**src/sv/stse_pkg.sv**
```systemverilog
// Shared types and constants of the sorted table search engine.
package stse_pkg;

  localparam int TableDepth = 64;
  localparam int IdxBits    = 6;
  localparam int LenBits    = 7;
  localparam int ValBits    = 32;
  localparam int CntBits    = 7;

  typedef enum logic [1:0] {
    MethLinear = 2'd0,
    MethBinary = 2'd1,
    MethJump   = 2'd2,
    MethInterp = 2'd3
  } method_e;

  typedef enum logic [1:0] {
    RegLength = 2'd0,
    RegMethod = 2'd1,
    RegStep   = 2'd2
  } reg_e;

  typedef enum logic [4:0] {
    StIdle,
    StStart,
    StRead,
    StWait,
    StLinear,
    StBinary,
    StPrepBin,
    StJumpBlk,
    StJumpNext,
    StJumpScan,
    StJumpCmp,
    StInterpLo,
    StInterpHi,
    StInterpDiv,
    StInterpPos,
    StInterpChk,
    StDone,
    StOut
  } state_e;

  // Request to the divider and its reply.
  typedef struct packed {
    logic        start;
    logic [38:0] num;
    logic [32:0] den;
  } div_req_t;

  typedef struct packed {
    logic        busy;
    logic [38:0] quot;
  } div_rsp_t;

endpackage

```
**src/sv/stse_div.sv**
```systemverilog
// Restoring divider, one quotient bit per cycle, for the interpolation probe.
module stse_div (
  input  logic              clk_i,
  input  logic              rst_ni,
  input  stse_pkg::div_req_t req_i,
  output stse_pkg::div_rsp_t rsp_o
);

  logic [38:0] quot_q, quot_d;
  logic [32:0] rem_q, rem_d;
  logic [32:0] den_q, den_d;
  logic [5:0]  cnt_q, cnt_d;
  logic        busy_q, busy_d;
  logic [33:0] trial;

  always_comb begin
    quot_d = quot_q;
    rem_d  = rem_q;
    den_d  = den_q;
    cnt_d  = cnt_q;
    busy_d = busy_q;
    trial  = {rem_q, quot_q[38]} - {1'b0, den_q};
    if (req_i.start) begin
      quot_d = req_i.num;
      rem_d  = '0;
      den_d  = req_i.den;
      cnt_d  = 6'd39;
      busy_d = 1'b1;
    end else if (busy_q) begin
      if (!trial[33]) begin
        rem_d  = trial[32:0];
        quot_d = {quot_q[37:0], 1'b1};
      end else begin
        rem_d  = {rem_q[31:0], quot_q[38]};
        quot_d = {quot_q[37:0], 1'b0};
      end
      cnt_d = cnt_q - 6'd1;
      if (cnt_q == 6'd1) busy_d = 1'b0;
    end
  end

  always_ff @(posedge clk_i or negedge rst_ni) begin
    if (!rst_ni) begin
      busy_q <= 1'b0;
      cnt_q  <= '0;
    end else begin
      busy_q <= busy_d;
      cnt_q  <= cnt_d;
    end
  end

  always_ff @(posedge clk_i) begin
    quot_q <= quot_d;
    rem_q  <= rem_d;
    den_q  <= den_d;
  end

  assign rsp_o.busy = busy_q;
  assign rsp_o.quot = quot_q;

endmodule

```
**src/sv/sorted_table_search_engine.sv**
```systemverilog
// Top level: config registers, value table, search sequencer and divider.
//  channel | direction | handshake         | payload
//  in      | input     | in_valid/in_ready  | op, entry_index, entry_value, search_key
//  out     | output    | out_valid/out_ready| found, found_index, comparison_count
//  apb     | input     | psel/penable       | table_length, search_method, jump_step
// A write word is stored when it is accepted. A search issues each table read
// through the read and wait states before it compares; jump checks block
// boundaries and then scans entries, and interpolation probes via the serial divider.
// Reset clears control and config; table contents are undefined until written.
// The input is not ready while a search runs or a result waits to be taken.
module sorted_table_search_engine (
  input  logic        clk_i,
  input  logic        rst_ni,
  input  logic        in_valid_i,
  output logic        in_ready_o,
  input  logic        op_i,
  input  logic [5:0]  entry_index_i,
  input  logic signed [31:0] entry_value_i,
  input  logic signed [31:0] search_key_i,
  output logic        out_valid_o,
  input  logic        out_ready_i,
  output logic        found_o,
  output logic [5:0]  found_index_o,
  output logic [6:0]  comparison_count_o,
  input  logic        psel,
  input  logic        penable,
  input  logic        pwrite,
  input  logic [3:0]  paddr,
  input  logic [31:0] pwdata,
  output logic [31:0] prdata,
  output logic        pready
);

  localparam int IB = stse_pkg::IdxBits;
  localparam int LB = stse_pkg::LenBits;
  localparam logic signed [LB:0] SOne = (LB+1)'(1);

  logic [LB-1:0] len_q, step_q;
  logic [1:0]    meth_q;
  logic [1:0]    reg_sel;
  logic          cfg_wr;

  assign pready  = 1'b1;
  assign reg_sel = paddr[3:2];
  assign cfg_wr  = psel && penable && pwrite;

  always_ff @(posedge clk_i or negedge rst_ni) begin
    if (!rst_ni) begin
      len_q  <= LB'(1);
      meth_q <= stse_pkg::MethLinear;
      step_q <= LB'(1);
    end else if (cfg_wr) begin
      case (reg_sel)
        stse_pkg::RegLength: len_q  <= pwdata[LB-1:0];
        stse_pkg::RegMethod: meth_q <= pwdata[1:0];
        stse_pkg::RegStep:   step_q <= pwdata[LB-1:0];
        default: ;
      endcase
    end
  end

  always_comb begin
    case (reg_sel)
      stse_pkg::RegLength: prdata = {25'd0, len_q};
      stse_pkg::RegMethod: prdata = {30'd0, meth_q};
      stse_pkg::RegStep:   prdata = {25'd0, step_q};
      default:             prdata = '0;
    endcase
  end

  // Table memory, separate write and read ports, registered read.
  logic signed [31:0] mem [stse_pkg::TableDepth];
  logic [IB-1:0]      raddr;
  logic signed [31:0] rdata_q;
  logic               in_acc, wr_en;

  assign in_acc = in_valid_i && in_ready_o;
  assign wr_en  = in_acc && !op_i;

  always_ff @(posedge clk_i) begin
    if (wr_en) mem[entry_index_i] <= entry_value_i;
    rdata_q <= mem[raddr];
  end

  stse_pkg::state_e st_q, st_d, ret_q, ret_d;
  logic signed [31:0] key_q, key_d, vlo_q, vlo_d;
  logic [LB-1:0] n_q, n_d;
  logic signed [LB:0] lo_q, lo_d, hi_q, hi_d, pos_q, pos_d;
  logic [LB:0]   bnd_q, bnd_d;   // jump block end (step), up to 190
  logic [LB-1:0] prev_q, prev_d, stp_q, stp_d;
  logic [7:0]    cnt_q, cnt_d;
  logic          fnd_q, fnd_d;
  logic [IB-1:0] fidx_q, fidx_d;
  logic [LB:0]   jend;
  logic signed [LB:0] mid;
  logic signed [32:0] diff_key, diff_den;
  logic [38:0]   prod;

  stse_pkg::div_req_t dreq;
  stse_pkg::div_rsp_t drsp;

  function automatic logic [LB-1:0] jend_init(logic [LB-1:0] s, logic [LB-1:0] n);
    jend_init = (s < n) ? s : n;
  endfunction

  stse_div u_div (
    .clk_i (clk_i),
    .rst_ni(rst_ni),
    .req_i (dreq),
    .rsp_o (drsp)
  );

  assign jend     = (bnd_q < {1'b0, n_q}) ? bnd_q : {1'b0, n_q};
  assign mid      = lo_q + ((hi_q - lo_q) >>> 1);
  assign diff_key = 33'(key_q) - 33'(vlo_q);
  assign diff_den = 33'(rdata_q) - 33'(vlo_q);
  assign prod     = 39'(diff_key) * 39'(hi_q - lo_q);

  // Next state and datapath.
  always_comb begin
    st_d   = st_q;
    ret_d  = ret_q;
    key_d  = key_q;
    vlo_d  = vlo_q;
    n_d    = n_q;
    lo_d   = lo_q;
    hi_d   = hi_q;
    pos_d  = pos_q;
    bnd_d  = bnd_q;
    prev_d = prev_q;
    stp_d  = stp_q;
    cnt_d  = cnt_q;
    fnd_d  = fnd_q;
    fidx_d = fidx_q;
    raddr  = pos_q[IB-1:0];
    dreq.start = 1'b0;
    dreq.num   = prod;
    dreq.den   = diff_den;
    case (st_q)
      stse_pkg::StIdle: begin
        if (in_acc && op_i) begin
          key_d = search_key_i;
          n_d   = (len_q > LB'(stse_pkg::TableDepth)) ? LB'(stse_pkg::TableDepth) : len_q;
          cnt_d = '0;
          fnd_d = 1'b0;
          fidx_d = '0;
          stp_d = (step_q == '0) ? LB'(1) : step_q;
          st_d  = stse_pkg::StStart;
        end
      end
      stse_pkg::StStart: begin
        lo_d = '0;
        hi_d = (LB+1)'(n_q) - SOne;
        prev_d = '0;
        bnd_d = {1'b0, stp_q};
        if (n_q == '0) st_d = stse_pkg::StDone;
        else begin
          case (meth_q)
            stse_pkg::MethLinear: begin
              pos_d = '0; ret_d = stse_pkg::StLinear; st_d = stse_pkg::StRead;
            end
            stse_pkg::MethBinary: begin
              st_d = stse_pkg::StBinary;
            end
            stse_pkg::MethJump: begin
              st_d = stse_pkg::StJumpBlk;
            end
            default: begin
              pos_d = '0; ret_d = stse_pkg::StInterpLo; st_d = stse_pkg::StRead;
            end
          endcase
          if (meth_q == stse_pkg::MethBinary) begin
            pos_d = (hi_d >>> 1); ret_d = stse_pkg::StBinary; st_d = stse_pkg::StRead;
          end
          if (meth_q == stse_pkg::MethJump) begin
            pos_d = (LB+1)'(jend_init(stp_q, n_q)) - SOne;
            ret_d = stse_pkg::StJumpBlk; st_d = stse_pkg::StRead;
          end
        end
      end
      stse_pkg::StRead: st_d = stse_pkg::StWait;
      stse_pkg::StWait: st_d = ret_q;
      stse_pkg::StLinear: begin
        cnt_d = cnt_q + 8'd1;
        if (rdata_q == key_q) begin
          fnd_d = 1'b1; fidx_d = pos_q[IB-1:0]; st_d = stse_pkg::StDone;
        end else if (pos_q + SOne >= (LB+1)'(n_q)) st_d = stse_pkg::StDone;
        else begin
          pos_d = pos_q + SOne; st_d = stse_pkg::StRead;
        end
      end
      stse_pkg::StBinary: begin
        cnt_d = cnt_q + 8'd1;
        if (rdata_q == key_q) begin
          fnd_d = 1'b1; fidx_d = pos_q[IB-1:0]; st_d = stse_pkg::StDone;
        end else begin
          if (rdata_q < key_q) lo_d = pos_q + SOne;
          else hi_d = pos_q - SOne;
          st_d = stse_pkg::StPrepBin;
        end
      end
      stse_pkg::StPrepBin: begin
        if (lo_q > hi_q) st_d = stse_pkg::StDone;
        else begin
          pos_d = mid; st_d = stse_pkg::StRead;
        end
      end
      stse_pkg::StJumpBlk: begin
        if (!(rdata_q < key_q)) begin
          pos_d = (LB+1)'(prev_q); st_d = stse_pkg::StJumpScan;
        end else begin
          cnt_d  = cnt_q + 8'd1;
          prev_d = bnd_q[LB-1:0];
          if (bnd_q >= {1'b0, n_q}) st_d = stse_pkg::StDone;
          else begin
            bnd_d = bnd_q + {1'b0, stp_q};
            st_d  = stse_pkg::StJumpNext;
          end
        end
      end
      stse_pkg::StJumpNext: begin
        pos_d = (LB+1)'(jend) - SOne; ret_d = stse_pkg::StJumpBlk; st_d = stse_pkg::StRead;
      end
      stse_pkg::StJumpScan: begin
        if (pos_q >= (LB+1)'(jend)) st_d = stse_pkg::StDone;
        else begin
          ret_d = stse_pkg::StJumpCmp; st_d = stse_pkg::StRead;
        end
      end
      stse_pkg::StJumpCmp: begin
        cnt_d = cnt_q + 8'd1;
        if (rdata_q == key_q) begin
          fnd_d = 1'b1; fidx_d = pos_q[IB-1:0]; st_d = stse_pkg::StDone;
        end else begin
          pos_d = pos_q + SOne; st_d = stse_pkg::StJumpScan;
        end
      end
      stse_pkg::StInterpLo: begin
        // rdata holds table[lo]
        vlo_d = rdata_q;
        if (key_q < rdata_q) st_d = stse_pkg::StDone;
        else begin
          pos_d = hi_q; ret_d = stse_pkg::StInterpHi; st_d = stse_pkg::StRead;
        end
      end
      stse_pkg::StInterpHi: begin
        if (key_q > rdata_q) st_d = stse_pkg::StDone;
        else begin
          cnt_d = cnt_q + 8'd1;
          if (lo_q == hi_q) begin
            fnd_d = (vlo_q == key_q); fidx_d = lo_q[IB-1:0]; st_d = stse_pkg::StDone;
          end else if (rdata_q == vlo_q) begin
            pos_d = lo_q; ret_d = stse_pkg::StInterpPos; st_d = stse_pkg::StRead;
          end else begin
            dreq.start = 1'b1; st_d = stse_pkg::StInterpDiv;
          end
        end
      end
      stse_pkg::StInterpDiv: begin
        if (!drsp.busy) begin
          pos_d = lo_q + (LB+1)'(drsp.quot[LB-1:0]);
          ret_d = stse_pkg::StInterpPos; st_d = stse_pkg::StRead;
        end
      end
      stse_pkg::StInterpPos: begin
        if (rdata_q == key_q) begin
          fnd_d = 1'b1; fidx_d = pos_q[IB-1:0]; st_d = stse_pkg::StDone;
        end else begin
          if (rdata_q < key_q) lo_d = pos_q + SOne;
          else hi_d = pos_q - SOne;
          st_d = stse_pkg::StInterpChk;
        end
      end
      stse_pkg::StInterpChk: begin
        if (lo_q > hi_q) st_d = stse_pkg::StDone;
        else begin
          pos_d = lo_q; ret_d = stse_pkg::StInterpLo; st_d = stse_pkg::StRead;
        end
      end
      stse_pkg::StDone: st_d = stse_pkg::StOut;
      stse_pkg::StOut: if (out_ready_i) st_d = stse_pkg::StIdle;
      default: st_d = stse_pkg::StIdle;
    endcase
  end

  // Handshake outputs.
  always_comb begin
    in_ready_o  = (st_q == stse_pkg::StIdle);
    out_valid_o = (st_q == stse_pkg::StOut);
  end

  assign found_o            = fnd_q;
  assign found_index_o      = fnd_q ? fidx_q : '0;
  assign comparison_count_o = (cnt_q > 8'd127) ? 7'd127 : cnt_q[6:0];

  always_ff @(posedge clk_i or negedge rst_ni) begin
    if (!rst_ni) begin
      st_q  <= stse_pkg::StIdle;
      ret_q <= stse_pkg::StIdle;
    end else begin
      st_q  <= st_d;
      ret_q <= ret_d;
    end
  end

  always_ff @(posedge clk_i) begin
    key_q  <= key_d;
    vlo_q  <= vlo_d;
    n_q    <= n_d;
    lo_q   <= lo_d;
    hi_q   <= hi_d;
    pos_q  <= pos_d;
    bnd_q  <= bnd_d;
    prev_q <= prev_d;
    stp_q  <= stp_d;
    cnt_q  <= cnt_d;
    fnd_q  <= fnd_d;
    fidx_q <= fidx_d;
  end

endmodule
```
**config.mk**
```make
export PLATFORM = sky130hd
export DESIGN_NAME = sorted_table_search_engine
export DESIGN_NICKNAME = d
export VERILOG_FILES = /design/src/sv/stse_pkg.sv /design/src/sv/stse_div.sv /design/src/sv/sorted_table_search_engine.sv
export SDC_FILE = /design/constraint.sdc
export NUM_CORES = 2
export LEC_CHECK = 0
export BUFFER_PORTS_ARGS = -buffer_cell sky130_fd_sc_hd__buf_2
export CORE_MARGIN = 1
export CORE_UTILIZATION = 30
export DETAILED_ROUTE_END_ITERATION = 10
export PLACE_DENSITY = 0.5
export REMOVE_ABC_BUFFERS = 1
export SYNTH_ARGS = -nofsm -noshare
export SYNTH_HDL_FRONTEND = slang
export SYNTH_SLANG_ARGS = --single-unit
```
**constraint.sdc**
```tcl
create_clock -name clk_i -period 17.2 [get_ports clk_i]
set_clock_uncertainty 0.15 [all_clocks]
set_input_delay 1.72 -clock clk_i [delete_from_list [all_inputs] [get_ports clk_i]]
set_output_delay 1.72 -clock clk_i [all_outputs]
set_load 0.02 [all_outputs]
```
==> run summary <==
The flow ran to the end, and the final reports show no timing, DRC or antenna violations. Global routing finished with a remaining overflow of 0. The average vias per placed instance came out at 5.00. The required time at the endpoint of the critical path is 17.77 ns. The worst-skew pair later-pin latency came out at 0.89 ns. After technology mapping, the gate count stands at 6,088. The sequential cells in the finished layout cover a total of 0.0697 mm2. The slowest stage of the critical path is the sky130_fd_sc_hd__o31ai_1 cell.

The dominant combinational cell family by area after synthesis is multiplexers. The first-pass GRT wire length came out at 415,000 um. In this run the worst setup path terminates at u_div.quot_q[38]. The sum of met3 wire segment lengths after detailed routing came out at 19,100 um. A synthesized cell averages 17.5 um2. The share of the cycle needed by the critical path after routing came out at 0.538.

The type of origin of the critical path is a register. The number of distinct library cells after synthesis came out at 97. The number of I/O pins is 163. The kind of capture point of the worst setup path is a register. The most used flip-flop cell after synthesis is sky130_fd_sc_hd__edfxtp_1. The HPWL reported at the end of detailed placement came out at 174,000 um.

The H-tree depth reported by CTS came out at 5. The internal reg-to-reg setup slack is 7.94 ns. The share of synthesized cell area in and, or, nand and nor gates came out at 0.0448. The total routing usage reported by global routing came out at 0.159. The aggregate routed wire length is 288,000 um.

The depth of the worst hold-timing path came out at 0. Setup repair after global routing left no endpoint under its margin. The path class of the tightest hold or removal check is register to register. The routed design could run at a clock period as short as 9.26 ns. The length in cells of the worst reg-to-reg path is 28. The number of nets in the final layout came out at 6,944. The area fraction in compound gates after synthesis came out at 0.0398.

The floorplan die area is 0.358 mm2. The floorplan step set the die width to 599 um. For this run, the number of Yosys warnings is 0. For this run, design rule violations remaining after detail routing come to 0. The register area share after synthesis is 0.653. The number of port buffers is 109. The first detailed-routing pass ran for 7 iterations.

The number of antenna violations at the first check in global routing came out at 54. The area used by multi-input combinational logic came out at 0.0353 mm2. The synthesis-to-finish area growth is 14.2%.

In this run the clock root is driven by a sky130_fd_sc_hd__clkbuf_16. The worst reg2reg path startpoint is lo_q[1]. In this run, the number of DRC markers left after iteration 0 of detailed routing was 5,051.

The number of buffers on the longest clock path is 4. In this run the post-CTS setup repair buffer count came out at 0. For this run, the number of standard cells in the final layout without fillers is 11,300.

The worst setup path is of the register to register kind. The number of hold buffers added after cts came out at 0. The actual transition at the worst max-transition pin came out at 1.26 ns. The highest layer touched by signal routing is met5. Row generation in the floorplan step produced 218 rows. The mux contribution to synthesized area came out at 0.148. The clock sink count came out at 2,349. The number of buffers created by CTS came out at 266.

For this configuration, the core starts out at a cell density of 0.302. The pin count of the biggest net entering global routing came out at 97. The die is 599 um tall. The count of placed standard cells including taps came out at 10,800.

The placer congestion estimate came out at 0.864. The routed length per placed instance is 25.5 um. The number of inserted filler cells in the final layout came out at 33,500. Final hold analysis gives a worst-case slack of 0.292 ns. After detailed routing, the met2 layer carries 136,000 um of wire.

In the synthesized netlist the async set-or-reset flop fraction comes to 0.0136. Of the post-synthesis cell area, the dominant cell type holds 0.633. The fraction of final layout cells with drive strength greater than 1 is 0.220. Across the run, the number of max-cap violations was 0.

The synthesized cell area is 0.107 mm2. The largest area contributor in the synthesized netlist is sky130_fd_sc_hd__edfxtp_1. TritonCTS built the clock tree. By instance count, the leading cell after synthesis is sky130_fd_sc_hd__edfxtp_1. In the post-synthesis netlist, the biggest area contributors are sky130_fd_sc_hd__edfxtp_1, sky130_fd_sc_hd__mux4_2, sky130_fd_sc_hd__fa_1. The final hold violation count was 0.

The relative slew slack is 0.160. The critical path launch point is lo_q[1]. The commonest cells after synthesis are sky130_fd_sc_hd__edfxtp_1, sky130_fd_sc_hd__mux4_2, sky130_fd_sc_hd__nor2_1, sky130_fd_sc_hd__inv_1. The number of resized instances in the post-cts repair step came out at 0. Counting stages on the worst path, the most repeated cell is sky130_fd_sc_hd__fa_1. Based on the critical path, the design can be clocked at up to 108 MHz. In this run the worst path has a maximum fanout of 29. The peak per-stage delay on the critical path came out at 0.79 ns. The total area inside the core boundary comes to 0.353 mm2. The remaining antenna violation count came out at 0. The endpoint identified for the worst register-to-register timing path is u_div.quot_q[38]. The number of pins exceeding their max-slew limit in the final report came out at 0. The arrival time at the worst endpoint is 9.83 ns. The post-synthesis share of cell area spent on full adders, half adders and majority gates is 0.0758. The routed layout has 56,400 vias. The detailed router put a total of 125,000 um of wire on met1. The synthesized design contains 2,252 enable-type register cells. After clock tree synthesis, the clock-pin slew on the worst setup and hold paths is 0.05 ns. The post-synthesis register bit count came out at 2,349. The via count of the first global-routing pass came to 58,500. The XOR/XNOR share of the synthesized area is 0.0156. The count of final setup violators came out at 0.
==> routing by layer <==
| layer | global-route usage | vias to the layer above |
|---|---|---|
| met5 | 0 | - |
| met4 | 0.0398 | 24 |
| met3 | 0.0328 | 430 |
| met2 | 0.259 | 1550 |
| met1 | 0.216 | 30100 |
| li1 | - | 24300 |
==> worst min-delay path by stage <==
| stage | start | end | slack [ns] |
|---|---|---|---|
| after floorplan | rdata_q[0] | vlo_q[0] | 0.26 |
| final | rdata_q[0] | vlo_q[0] | 0.29 |
| after global placement | rdata_q[0] | vlo_q[0] | 0.28 |
| after global routing | rdata_q[0] | vlo_q[0] | 0.30 |
| after CTS | rdata_q[0] | vlo_q[0] | 0.30 |
| after detailed placement | rdata_q[0] | vlo_q[0] | 0.28 |
==> final cells by class <==
cell class	count	share of cell area
Sequential cell	2349	0.571
Multi-Input combinational cell	3151	0.289
Clock buffer	332	0.0586
Tap cell	4730	0.0485
Timing Repair Buffer	226	0.0120
Inverter	329	0.0101
Clock inverter	142	0.00991
Antenna cell	10	0.000205
==> logic make-up (layout without fill, tap and decap cells) <==
group,after synthesis,after routing
muxes,739,739
DFF,2349,2349
buffers and inverters,613,1029
AOI/OAI and AO/OA,649,649
xor gates and xnor gates,189,189
other,2,37
and+or+nand+nor,1040,1040
adders and majority gates,507,507
==> state kept, by name, summed over array words and instances, names as in the netlist, 8 cells and up <==
| name | count |
|---|---|
| mem | 2048 |
| u_div.quot_q | 39 |
| u_div.den_q | 33 |
| u_div.rem_q | 33 |
| key_q | 32 |
| rdata_q | 32 |
| vlo_q | 32 |
| bnd_q | 8 |
| cnt_q | 8 |
| hi_q | 8 |
| lo_q | 8 |
| pos_q | 8 |
==> critical path: cells and delay by family (launching register included) <==
kind | cells | cell delay, ns
compound gates | 13 | 3.39
xor+xnor | 2 | 0.50
fa+ha+maj | 7 | 3.14
buf+inv | 3 | 0.61
flops | 1 | 0.49
simple gates | 3 | 0.86
==> placed cells by master, fill, tap and decap left out, types with 40 or more instances in the layout <==
master,netlist,final
sky130_fd_sc_hd__xnor2_1,119,117
sky130_fd_sc_hd__nand2b_1,56,56
sky130_fd_sc_hd__ha_1,274,274
sky130_fd_sc_hd__nand3_1,51,50
sky130_fd_sc_hd__nand2_1,274,273
sky130_fd_sc_hd__o21ai_0,144,144
sky130_fd_sc_hd__mux2i_1,40,40
sky130_fd_sc_hd__dfxtp_1,65,65
sky130_fd_sc_hd__edfxtp_1,2252,2252
sky130_fd_sc_hd__inv_1,326,326
sky130_fd_sc_hd__fa_1,233,233
sky130_fd_sc_hd__nor2b_1,53,53
sky130_fd_sc_hd__a21oi_1,172,172
sky130_fd_sc_hd__a21o_1,93,93
sky130_fd_sc_hd__buf_2,8,109
sky130_fd_sc_hd__nor2_1,392,327
sky130_fd_sc_hd__nor3_1,41,40
sky130_fd_sc_hd__buf_4,28,114
sky130_fd_sc_hd__xor2_1,69,67
sky130_fd_sc_hd__clkbuf_1,178,51
sky130_fd_sc_hd__clkbuf_16,0,275
sky130_fd_sc_hd__mux4_2,672,672
sky130_fd_sc_hd__clkinv_1,2,48
sky130_fd_sc_hd__nor2_4,0,64
sky130_fd_sc_hd__clkinv_2,0,52
==> per-stage QoR <==
step / utilization / area (um2) / worst slack (ns) / TNS (ns)
2_1_floorplan: - / 106000 / -6.76 / -334.11
3_3_place_gp: 0.321 / 114000 / 7.94 / 0
3_5_place_dp: 0.321 / 114000 / 7.98 / 0
4_1_cts: 0.345 / 122000 / 7.95 / 0
5_1_grt: 0.345 / 122000 / 7.31 / 0
6_report: 0.345 / 122000 / 7.94 / 0
Power is not shown: default switching activity piles up to over one toggle a cycle in this logic, so the estimate is an artifact.
